$ cat config.mk
export PLATFORM = sky130hd
export DESIGN_NAME = delayed_periodic_timer_bank_top
export DESIGN_NICKNAME = d
export VERILOG_FILES = /design/src/tbk_pkg.sv /design/src/tbk_fifo.sv /design/src/tbk_front.sv /design/src/tbk_back.sv /design/src/delayed_periodic_timer_bank_top.sv
export SDC_FILE = /design/constraint.sdc
export NUM_CORES = 2
export LEC_CHECK = 0
export ABC_CLOCK_PERIOD_IN_PS = 6920
export BUFFER_PORTS_ARGS = -buffer_cell sky130_fd_sc_hd__buf_2
export CELL_PAD_IN_SITES_DETAIL_PLACEMENT = 0
export CELL_PAD_IN_SITES_GLOBAL_PLACEMENT = 2
export CORE_ASPECT_RATIO = 2
export CORE_MARGIN = 8
export CORE_UTILIZATION = 45
export DETAILED_ROUTE_END_ITERATION = 12
export GPL_TIMING_DRIVEN = 0
export PLACE_DENSITY = 0.84
export SLEW_MARGIN = 20
export SYNTH_ARGS = -nofsm -noshare
export SYNTH_HDL_FRONTEND = slang
export SYNTH_SLANG_ARGS = --single-unit
$ cat constraint.sdc
create_clock -name clk -period 6.92 [get_ports clk]
set_clock_uncertainty 0.1 [all_clocks]
set_input_delay 1.384 -clock clk [delete_from_list [all_inputs] [get_ports clk]]
set_output_delay 1.384 -clock clk [all_outputs]
set_load 0.02 [all_outputs]
$ cat src/tbk_pkg.sv
package tbk_pkg;

  // Defaults for the top-level parameters.
  localparam int SLOTS_DEF     = 16;
  localparam int TICK_BITS_DEF = 32;

  // Queue depths between the parts of the block.
  localparam int CMDQ_DEPTH = 2;
  localparam int RESQ_DEPTH = 4;

  // A tick reports at most this many fires; all slots still update.
  localparam int MAX_FIRES  = 16;
  localparam int FIRE_CNT_W = $clog2(MAX_FIRES + 1);

  localparam int SLOT_W = 4;
  localparam int VAL_W  = 32;

  // Input opcodes.
  localparam logic [1:0] OP_CREATE = 2'd0;
  localparam logic [1:0] OP_FREE   = 2'd1;
  localparam logic [1:0] OP_TICK   = 2'd2;

  // Result kinds.
  localparam logic [1:0] KIND_CREATE = 2'd0;
  localparam logic [1:0] KIND_FREE   = 2'd1;
  localparam logic [1:0] KIND_FIRE   = 2'd2;

  // Result status codes.
  localparam logic [1:0] ST_OK       = 2'd0;
  localparam logic [1:0] ST_NO_SLOT  = 2'd1;
  localparam logic [1:0] ST_NOT_USED = 2'd2;

  typedef enum logic [1:0] {
    CMD_CREATE,
    CMD_FREE,
    CMD_TICK
  } cmd_kind_t;

  typedef struct packed {
    cmd_kind_t          kind;
    logic [SLOT_W-1:0]  slot;
    logic [VAL_W-1:0]   delay;
    logic [VAL_W-1:0]   period;
  } cmd_t;

  typedef struct packed {
    logic [1:0]         kind;
    logic [SLOT_W-1:0]  slot_index;
    logic [1:0]         status;
    logic               last;
  } result_t;

  typedef enum logic [1:0] {
    BK_IDLE,
    BK_TICK,
    BK_FLUSH
  } back_state_t;

endpackage

$ cat src/tbk_fifo.sv
module tbk_fifo #(
  parameter int W     = 8,
  parameter int DEPTH = 2
) (
  input  logic         clk,
  input  logic         rst_n,
  input  logic         push,
  input  logic [W-1:0] wdata,
  output logic         full,
  input  logic         pop,
  output logic [W-1:0] rdata,
  output logic         empty
);

  localparam int AW = (DEPTH > 1) ? $clog2(DEPTH) : 1;

  logic [W-1:0] mem [DEPTH];
  logic [AW:0]  wp_r, wp_nxt;
  logic [AW:0]  rp_r, rp_nxt;

  // Pointers carry one extra bit so that full and empty differ.
  assign empty = (wp_r == rp_r);
  assign full  = (wp_r[AW] != rp_r[AW]) && (wp_r[AW-1:0] == rp_r[AW-1:0]);
  assign rdata = mem[rp_r[AW-1:0]];

  always_comb begin
    wp_nxt = wp_r;
    rp_nxt = rp_r;
    if (push && !full) begin
      wp_nxt = wp_r + 1'b1;
    end
    if (pop && !empty) begin
      rp_nxt = rp_r + 1'b1;
    end
  end

  always_ff @(posedge clk) begin
    if (!rst_n) begin
      wp_r <= '0;
      rp_r <= '0;
    end else begin
      wp_r <= wp_nxt;
      rp_r <= rp_nxt;
    end
  end

  always_ff @(posedge clk) begin
    if (push && !full) begin
      mem[wp_r[AW-1:0]] <= wdata;
    end
  end

endmodule

$ cat src/tbk_front.sv
module tbk_front (
  input  logic          clk,
  input  logic          rst_n,
  input  logic          in_push,
  output logic          in_full,
  input  logic [1:0]    in_opcode,
  input  logic [3:0]    in_slot,
  input  logic [31:0]   in_start_delay,
  input  logic [31:0]   in_period,
  input  logic          cmd_pop,
  output logic          cmd_empty,
  output tbk_pkg::cmd_t cmd_data
);

  import tbk_pkg::*;

  cmd_t cmd_in;
  logic keep;
  logic cmdq_full;

  // Unknown opcodes are taken and dropped here; they never reach the engine.
  always_comb begin
    cmd_in.slot   = in_slot;
    cmd_in.delay  = in_start_delay;
    cmd_in.period = in_period;
    cmd_in.kind   = CMD_TICK;
    keep          = 1'b1;
    unique case (in_opcode)
      OP_CREATE: cmd_in.kind = CMD_CREATE;
      OP_FREE:   cmd_in.kind = CMD_FREE;
      OP_TICK:   cmd_in.kind = CMD_TICK;
      default:   keep = 1'b0;
    endcase
  end

  assign in_full = cmdq_full;

  tbk_fifo #(
    .W     ($bits(cmd_t)),
    .DEPTH (CMDQ_DEPTH)
  ) u_cmdq (
    .clk   (clk),
    .rst_n (rst_n),
    .push  (in_push && keep),
    .wdata (cmd_in),
    .full  (cmdq_full),
    .pop   (cmd_pop),
    .rdata (cmd_data),
    .empty (cmd_empty)
  );

endmodule

$ cat src/tbk_back.sv
module tbk_back #(
  parameter int SLOTS     = tbk_pkg::SLOTS_DEF,
  parameter int TICK_BITS = tbk_pkg::TICK_BITS_DEF
) (
  input  logic             clk,
  input  logic             rst_n,
  input  logic             cmd_empty,
  input  tbk_pkg::cmd_t    cmd_data,
  output logic             cmd_pop,
  input  logic             res_full,
  output logic             res_push,
  output tbk_pkg::result_t res_data
);

  import tbk_pkg::*;

  localparam int SW = (SLOTS > 1) ? $clog2(SLOTS) : 1;
  localparam int CW = (TICK_BITS > VAL_W) ? TICK_BITS : VAL_W;
  localparam logic [SW-1:0] LAST_IDX = SW'(SLOTS - 1);

  logic [TICK_BITS-1:0] cnt_mem [SLOTS];
  logic [VAL_W-1:0]     dly_mem [SLOTS];
  logic [VAL_W-1:0]     per_mem [SLOTS];

  logic [TICK_BITS-1:0] cnt_rd_r;
  logic [VAL_W-1:0]     dly_rd_r;
  logic [VAL_W-1:0]     per_rd_r;

  back_state_t          state_r, state_nxt;
  logic [SW-1:0]        idx_r, idx_nxt;
  logic [SLOTS-1:0]     used_r, used_nxt;
  logic [SLOTS-1:0]     run_r, run_nxt;
  logic [FIRE_CNT_W-1:0] n_r, n_nxt;
  logic                 hold_v_r, hold_v_nxt;
  logic [SLOT_W-1:0]    hold_slot_r, hold_slot_nxt;

  logic                 free_found;
  logic [SW-1:0]        free_idx;
  logic [SW-1:0]        rel_idx;
  logic                 rel_in_range;

  logic [TICK_BITS-1:0] cnt_inc;
  logic [CW-1:0]        inc_w;
  logic [CW-1:0]        thr_w;
  logic [CW-1:0]        diff_w;
  logic                 fire;
  logic [TICK_BITS-1:0] cnt_new;

  logic                 new_we;
  logic                 cnt_we;
  logic [SW-1:0]        cnt_waddr;
  logic [TICK_BITS-1:0] cnt_wdata;

  // Lowest free slot.
  always_comb begin
    free_found = 1'b0;
    free_idx   = '0;
    for (int i = SLOTS - 1; i >= 0; i--) begin
      if (!used_r[i]) begin
        free_found = 1'b1;
        free_idx   = SW'(i);
      end
    end
  end

  assign rel_idx      = SW'(cmd_data.slot);
  assign rel_in_range = (32'(cmd_data.slot) < 32'(SLOTS));

  // One slot update: saturating increment, then compare against the delay
  // while waiting or the period while running.
  always_comb begin
    cnt_inc = (&cnt_rd_r) ? cnt_rd_r : cnt_rd_r + 1'b1;
    inc_w   = CW'(cnt_inc);
    thr_w   = CW'(run_r[idx_r] ? per_rd_r : dly_rd_r);
    fire    = (inc_w >= thr_w);
    diff_w  = inc_w - thr_w;
    cnt_new = fire ? diff_w[TICK_BITS-1:0] : cnt_inc;
  end

  always_comb begin
    state_nxt     = state_r;
    idx_nxt       = idx_r;
    used_nxt      = used_r;
    run_nxt       = run_r;
    n_nxt         = n_r;
    hold_v_nxt    = hold_v_r;
    hold_slot_nxt = hold_slot_r;
    cmd_pop       = 1'b0;
    res_push      = 1'b0;
    res_data      = '0;
    new_we        = 1'b0;
    cnt_we        = 1'b0;

    unique case (state_r)
      BK_IDLE: begin
        idx_nxt = '0;
        if (!cmd_empty && !res_full) begin
          cmd_pop = 1'b1;
          unique case (cmd_data.kind)
            CMD_CREATE: begin
              res_push      = 1'b1;
              res_data.kind = KIND_CREATE;
              res_data.last = 1'b1;
              if (free_found) begin
                used_nxt[free_idx]  = 1'b1;
                run_nxt[free_idx]   = 1'b0;
                new_we              = 1'b1;
                res_data.slot_index = SLOT_W'(free_idx);
                res_data.status     = ST_OK;
              end else begin
                res_data.slot_index = '0;
                res_data.status     = ST_NO_SLOT;
              end
            end
            CMD_FREE: begin
              res_push            = 1'b1;
              res_data.kind       = KIND_FREE;
              res_data.last       = 1'b1;
              res_data.slot_index = cmd_data.slot;
              if (rel_in_range && used_r[rel_idx]) begin
                used_nxt[rel_idx] = 1'b0;
                run_nxt[rel_idx]  = 1'b0;
                res_data.status   = ST_OK;
              end else begin
                res_data.status   = ST_NOT_USED;
              end
            end
            CMD_TICK: begin
              state_nxt  = BK_TICK;
              n_nxt      = '0;
              hold_v_nxt = 1'b0;
            end
            default: ;
          endcase
        end
      end

      BK_TICK: begin
        if (!res_full) begin
          if (used_r[idx_r]) begin
            cnt_we = 1'b1;
            if (fire) begin
              run_nxt[idx_r] = 1'b1;
              // The newest fire is held back until we know whether it is the last.
              if (n_r < FIRE_CNT_W'(MAX_FIRES)) begin
                if (hold_v_r) begin
                  res_push            = 1'b1;
                  res_data.kind       = KIND_FIRE;
                  res_data.slot_index = hold_slot_r;
                  res_data.status     = ST_OK;
                  res_data.last       = 1'b0;
                end
                hold_v_nxt    = 1'b1;
                hold_slot_nxt = SLOT_W'(idx_r);
                n_nxt         = n_r + 1'b1;
              end
            end
          end
          if (idx_r == LAST_IDX) begin
            state_nxt = BK_FLUSH;
            idx_nxt   = '0;
          end else begin
            idx_nxt = idx_r + 1'b1;
          end
        end
      end

      BK_FLUSH: begin
        idx_nxt = '0;
        if (!res_full) begin
          if (hold_v_r) begin
            res_push            = 1'b1;
            res_data.kind       = KIND_FIRE;
            res_data.slot_index = hold_slot_r;
            res_data.status     = ST_OK;
            res_data.last       = 1'b1;
          end
          hold_v_nxt = 1'b0;
          state_nxt  = BK_IDLE;
        end
      end

      default: begin
        state_nxt = BK_IDLE;
      end
    endcase
  end

  assign cnt_waddr = new_we ? free_idx : idx_r;
  assign cnt_wdata = new_we ? '0 : cnt_new;

  always_ff @(posedge clk) begin
    if (!rst_n) begin
      state_r  <= BK_IDLE;
      idx_r    <= '0;
      used_r   <= '0;
      run_r    <= '0;
      n_r      <= '0;
      hold_v_r <= 1'b0;
    end else begin
      state_r  <= state_nxt;
      idx_r    <= idx_nxt;
      used_r   <= used_nxt;
      run_r    <= run_nxt;
      n_r      <= n_nxt;
      hold_v_r <= hold_v_nxt;
    end
  end

  always_ff @(posedge clk) begin
    hold_slot_r <= hold_slot_nxt;
  end

  // The read address runs one slot ahead of the slot being updated, so the
  // write of the current slot never meets the read of the same slot.
  always_ff @(posedge clk) begin
    if (new_we || cnt_we) begin
      cnt_mem[cnt_waddr] <= cnt_wdata;
    end
    cnt_rd_r <= cnt_mem[idx_nxt];
  end

  always_ff @(posedge clk) begin
    if (new_we) begin
      dly_mem[free_idx] <= cmd_data.delay;
    end
    dly_rd_r <= dly_mem[idx_nxt];
  end

  always_ff @(posedge clk) begin
    if (new_we) begin
      per_mem[free_idx] <= cmd_data.period;
    end
    per_rd_r <= per_mem[idx_nxt];
  end

endmodule

$ cat src/delayed_periodic_timer_bank_top.sv
// Bank of periodic timer slots with a start delay.
// Input channel (in_push / in_full): one beat is a command. Opcode create
// claims the lowest free slot, free releases in_slot, tick advances every
// used slot by one. Beats with an unknown opcode are taken and dropped.
// Result channel (out_empty / out_pop): create and free each give one beat;
// a tick gives one fire beat per firing slot in ascending slot order, at most
// sixteen, and none when no slot fires. out_last marks a command's final beat.
// A create or free beat passes through the command queue, the idle engine and
// the result queue. Throughput: one create or free per cycle while the result
// queue has room; a tick occupies the engine as it walks the slot memory
// through a single read port, one slot per cycle while the queue has room.
// A two-entry command queue decouples the input from the engine, so commands
// keep being taken while the engine works on a tick.
// Reset (rst_n low, synchronous) frees every slot and empties both queues.
// When the receiver stalls, the result queue fills and the engine waits;
// the command queue then fills and in_full rises. No beat is lost.
module delayed_periodic_timer_bank_top #(
  parameter int SLOTS     = tbk_pkg::SLOTS_DEF,
  parameter int TICK_BITS = tbk_pkg::TICK_BITS_DEF
) (
  input  logic        clk,
  input  logic        rst_n,
  input  logic        in_push,
  output logic        in_full,
  input  logic [1:0]  in_opcode,
  input  logic [3:0]  in_slot,
  input  logic [31:0] in_start_delay,
  input  logic [31:0] in_period,
  output logic        out_empty,
  input  logic        out_pop,
  output logic [1:0]  out_kind,
  output logic [3:0]  out_slot_index,
  output logic [1:0]  out_status,
  output logic        out_last
);

  import tbk_pkg::*;

  cmd_t    cmd_data;
  logic    cmd_empty;
  logic    cmd_pop;
  result_t res_in;
  result_t res_out;
  logic    res_push;
  logic    res_full;

  tbk_front u_front (
    .clk            (clk),
    .rst_n          (rst_n),
    .in_push        (in_push),
    .in_full        (in_full),
    .in_opcode      (in_opcode),
    .in_slot        (in_slot),
    .in_start_delay (in_start_delay),
    .in_period      (in_period),
    .cmd_pop        (cmd_pop),
    .cmd_empty      (cmd_empty),
    .cmd_data       (cmd_data)
  );

  tbk_back #(
    .SLOTS     (SLOTS),
    .TICK_BITS (TICK_BITS)
  ) u_back (
    .clk       (clk),
    .rst_n     (rst_n),
    .cmd_empty (cmd_empty),
    .cmd_data  (cmd_data),
    .cmd_pop   (cmd_pop),
    .res_full  (res_full),
    .res_push  (res_push),
    .res_data  (res_in)
  );

  tbk_fifo #(
    .W     ($bits(result_t)),
    .DEPTH (RESQ_DEPTH)
  ) u_resq (
    .clk   (clk),
    .rst_n (rst_n),
    .push  (res_push),
    .wdata (res_in),
    .full  (res_full),
    .pop   (out_pop),
    .rdata (res_out),
    .empty (out_empty)
  );

  assign out_kind       = res_out.kind;
  assign out_slot_index = res_out.slot_index;
  assign out_status     = res_out.status;
  assign out_last       = res_out.last;

endmodule

==> flow_metrics.py <==
metrics = {
    "worst_setup_path": {
        "path_class": "flip-flop to flip-flop",
        "r2r-end": "u_back.cnt_mem[5][9]",
        "critPathMaxFanout": 16,
        "critical_path.most_common_cell": "buf_2",
        "rr_worst_depth": 19,
        "cp-end-kind": "flip-flop",
        "crit_required_ns": 7.34,
        "rrSetupSlack_ns": 0.29,
        "reg2reg_from": "u_back.idx_r[0]",
        "cp_slowest_stage_delay_ns": 0.59,
        "cp.arrival_ns": 7.05,
        "cp_cell_sequence": "buf_4 -> mux4_2 -> mux4_2 -> clkbuf_1 -> buf_2 -> mux2i_1 -> ha_1 -> clkbuf_1 -> a21oi_1 -> a31oi_1 -> a211oi_1 -> nand3_1 -> o211ai_1 -> buf_4 -> and2_1 -> buf_2 -> buf_2 -> nand2_1 -> a21oi_4",
        "startpoint_type": "flip-flop",
        "crit_slowest_cell": "mux4_2",
    },
    "clock_tree": {
        "path_clk_slew_ns": 0.07,
        "clock_latency_ns": 0.81,
        "clockBufferDepth": 4,
        "clock_sinks": 1869,
        "cts_root_buffer": "clkbuf_16",
        "htreeDepth": 4,
        "cts_tree": "yes",
        "numCtsBuffers": 156,
        "holdBufCountCts": 0,
    },
    "route": {
        "via_count": 36700,
        "drt_pass1_iterations": 5,
        "wl_per_cell_um": 30.0,
        "antenna_left": 0,
        "drt-total-wl_um": 187000,
        "vias_per_cell": 5.87,
        "drt_iter0_drc": 3393,
        "post-route-drc-count": 0,
    },
    "yosys": {
        "synthSimpleGateAreaFrac_pct": 3.13,
        "synthDistinctLibCells": 63,
        "synth_async_sr_flop_share_pct": 0,
        "synth_compound_area_share_pct": 4.27,
        "synthesis.instances": 3654,
        "synth-seq-cells": 1869,
        "synth_area_leaders": "edfxtp_1 (71%), mux4_2 (13%), dfxtp_1 (4.2%)",
        "yosys_warnings": 0,
        "ys_dominant_reg_cell": "edfxtp_1",
        "synth_top_family_by_area": "multiplexers",
        "synth_top_cell_by_area": "edfxtp_1",
        "synth_edf_count": 1716,
        "netlist_area_um2": 72300,
        "syn_area_per_cell_um2": 19.8,
        "ys_seq_area_share_pct": 75.5,
        "synth_xor_area_share_pct": 0.847,
        "yosysTopAreaCellShare_pct": 71.2,
        "syn-num-nets": 3772,
        "synthAdderAreaFrac_pct": 0.771,
        "synthMuxAreaShare_pct": 14.3,
    },
    "job": {
        "drv_cap": 0,
    },
    "sta": {
        "setup_viol_count_final": 0,
        "period_share_pct": 95.8,
        "min_period_ns": 6.63,
        "grt_setup_unrepaired": "no",
        "max_freq_mhz": 151,
        "worst_pin_slew_ns": 1.07,
        "fin_setup_tns_ns": 0,
        "maxSlewHeadroom_pct": 28.6,
        "final_hold_viol_count": 0,
        "drv_slew": 0,
    },
    "final_layout": {
        "syn2layout_area_growth_pct": 15.3,
        "fin_nets": 4148,
        "fillCellCount": 12400,
        "layout-drive-gt1-share_pct": 25.8,
    },
    "floorplan": {
        "rows": 208,
        "die-area_um2": 175000,
        "core_area_um2": 160000,
        "initial_core_util_pct": 45.2,
        "io_pins": 85,
        "die_h_um": 583,
        "die_w_um": 300,
    },
    "power_and_ir_drop": {
        "power.leakage_nw": 26.1,
        "power.total_mw": 34.2,
        "vdd_drop_max_v": 0.000297,
        "p_per_area_nw_per_um2": 410,
    },
    "grt": {
        "grt_usage_pct": 21.1,
        "grt_pass1_vias": 38700,
        "antenna_found_initial": 9,
        "grt_max_degree": 24,
        "grt_pass1_wl_um": 266000,
        "gr-total-overflow": 0,
    },
    "place": {
        "hpwl_um": 130000,
        "place.gp.congestion": 0.898,
        "port-buffer-count": 84,
    },
    "min_path": {
        "hp-start": "u_back.idx_r[2]",
        "min_path_cells": 0,
        "hold_end": "u_back.hold_slot_r[2]",
        "hold_path_class": "flip-flop to flip-flop",
    },
    "outcome": {
        "outcome": "completed",
    },
}
-- power breakdown --
group | internal [mW] | switching, mW
Combinational | 3.71 | 6.22
Clock | 5.01 | 3.91
Sequential | 15.0 | 0.337
Total | 23.7 | 10.5
-- registers in the layout, indices dropped and copies added (netlist names), 3 cells and up, named ones only --
name / count
u_front.u_cmdq.mem: 140
u_back.n_r: 5
u_back.used_r: 16
u_resq.wp_r: 3
u_back.per_rd_r: 32
u_resq.mem: 36
u_back.run_r: 16
u_back.cnt_mem: 512
u_resq.rp_r: 3
u_back.per_mem: 512
u_back.dly_mem: 512
u_back.dly_rd_r: 32
u_back.idx_r: 4
u_back.hold_slot_r: 4
u_back.cnt_rd_r: 32
-- placed cells by master (no fill, tap or decap), types with 28 or more instances in the layout --
cell / instances
xnor2_1: 41
o21ai_0: 48
edfxtp_1: 1716
buf_2: 123
a21oi_1: 53
nor2_4: 31
mux2i_1: 38
xor2_1: 29
nand3_1: 46
nand2_1: 223
buf_4: 59
clkbuf_16: 160
buf_12: 64
dfxtp_1: 152
mux4_2: 407
ha_1: 43
clkbuf_1: 112
inv_1: 28
a22oi_1: 207
nor2_1: 72
mux2_2: 67
-- cell type report --
| cell class | count | area, µm² | area share, % |
|---|---|---|---|
| Sequential cell | 1869 | 54600 | 65.4 |
| Multi-Input combinational cell | 1581 | 17400 | 20.9 |
| Clock buffer | 194 | 4170 | 5.00 |
| Timing Repair Buffer | 218 | 2770 | 3.32 |
| Tap cell | 2100 | 2630 | 3.15 |
| Clock inverter | 78 | 893 | 1.07 |
| Buffer | 176 | 803 | 0.963 |
| Inverter | 28 | 105 | 0.126 |
| Antenna cell | 13 | 32.5 | 0.0390 |
-- worst max-delay path: cells and delay by family (launching register included) --
| family | cells | cell delay (ns) |
|---|---|---|
| compound gates | 5 | 1.45 |
| flops | 1 | 0.50 |
| mux | 3 | 1.56 |
| fa+ha+maj | 1 | 0.31 |
| simple gates | 3 | 0.58 |
| buf+inv | 7 | 1.85 |
-- through the flow --
stage               instances  hold slack, ns  setup WS (ns)  utilization [%]  instance area, µm²
floorplan                3654           0.306         -0.140                -               72300
global placement         5838           0.319          -7.15             47.1               75400
detailed placement       5961           0.320          -1.26             48.7               77900
CTS                      6235           0.337        0.00558             52.0               83200
global route             6257           0.348        0.00192             52.1               83400
finish                   6257           0.337          0.293             52.1               83400
-- worst max-delay path by stage --
stage                     slack (ns)                    end  cells after the start             from
after floorplan                -0.14       u_back.used_r[1]                      7   u_resq.wp_r[0]
after global placement         -7.15       u_back.used_r[1]                      7   u_resq.wp_r[0]
after detailed placement       -1.26  u_back.cnt_mem[3][17]                     18  u_back.idx_r[1]
after CTS                      0.006   u_back.cnt_mem[7][4]                     17  u_back.idx_r[0]
after global routing           0.002       u_resq.mem[3][5]                     17  u_back.idx_r[0]
final                           0.29   u_back.cnt_mem[5][9]                     19  u_back.idx_r[0]
-- repair_timing --
item | CTS | global route
gates resized for setup | 41 | 10
buffers inserted | 2 | 9
pin swaps | 1 | 9
setup endpoints to repair | 553 | 490
gates cloned | 0 | 0
-- synth_stat cells, types with 6 or more instances --
cell type and n:
edfxtp_1 1716, nand4_1 23, nor2_1 107, a21o_1 19
buf_1 30, a21oi_1 79, buf_2 35, xor2_1 29
inv_1 28, a211oi_1 15, nand2b_1 19, mux2_2 67
o21a_1 9, nor3_1 21, mux2i_1 40, ha_1 43
clkbuf_1 88, o221a_2 6, nand3_1 46, a22oi_1 207
nor2b_1 13, o21ai_0 48, and2_1 13, and3_1 12
a31oi_1 12, nand2_1 223, xnor2_1 41, o211ai_1 12
buf_4 23, dfxtp_1 153, mux4_2 407
-- metal layers --
metal  GRT usage, %  part of all wire [%]  vias up
met2           40.4                    56     1290
met3           2.11                   4.0      473
li1               -                     -    15800
met1           21.7                    33    19200
met4           13.3                   7.4        2
met5              0                0.0064        -
-- cells by family (layout without fill, tap and decap cells) --
family	count (synthesis)	count (layout)
AO/OA/AOI/OAI	449	449
XOR/XNOR	70	70
adder cells (fa/ha/maj)	44	44
buffers and inverters	204	694
flip-flops	1869	1869
multiplexers	515	515
other	0	13
AND/OR/NAND/NOR	503	503
No activity file was read; power rests on OpenSTA's default activity.
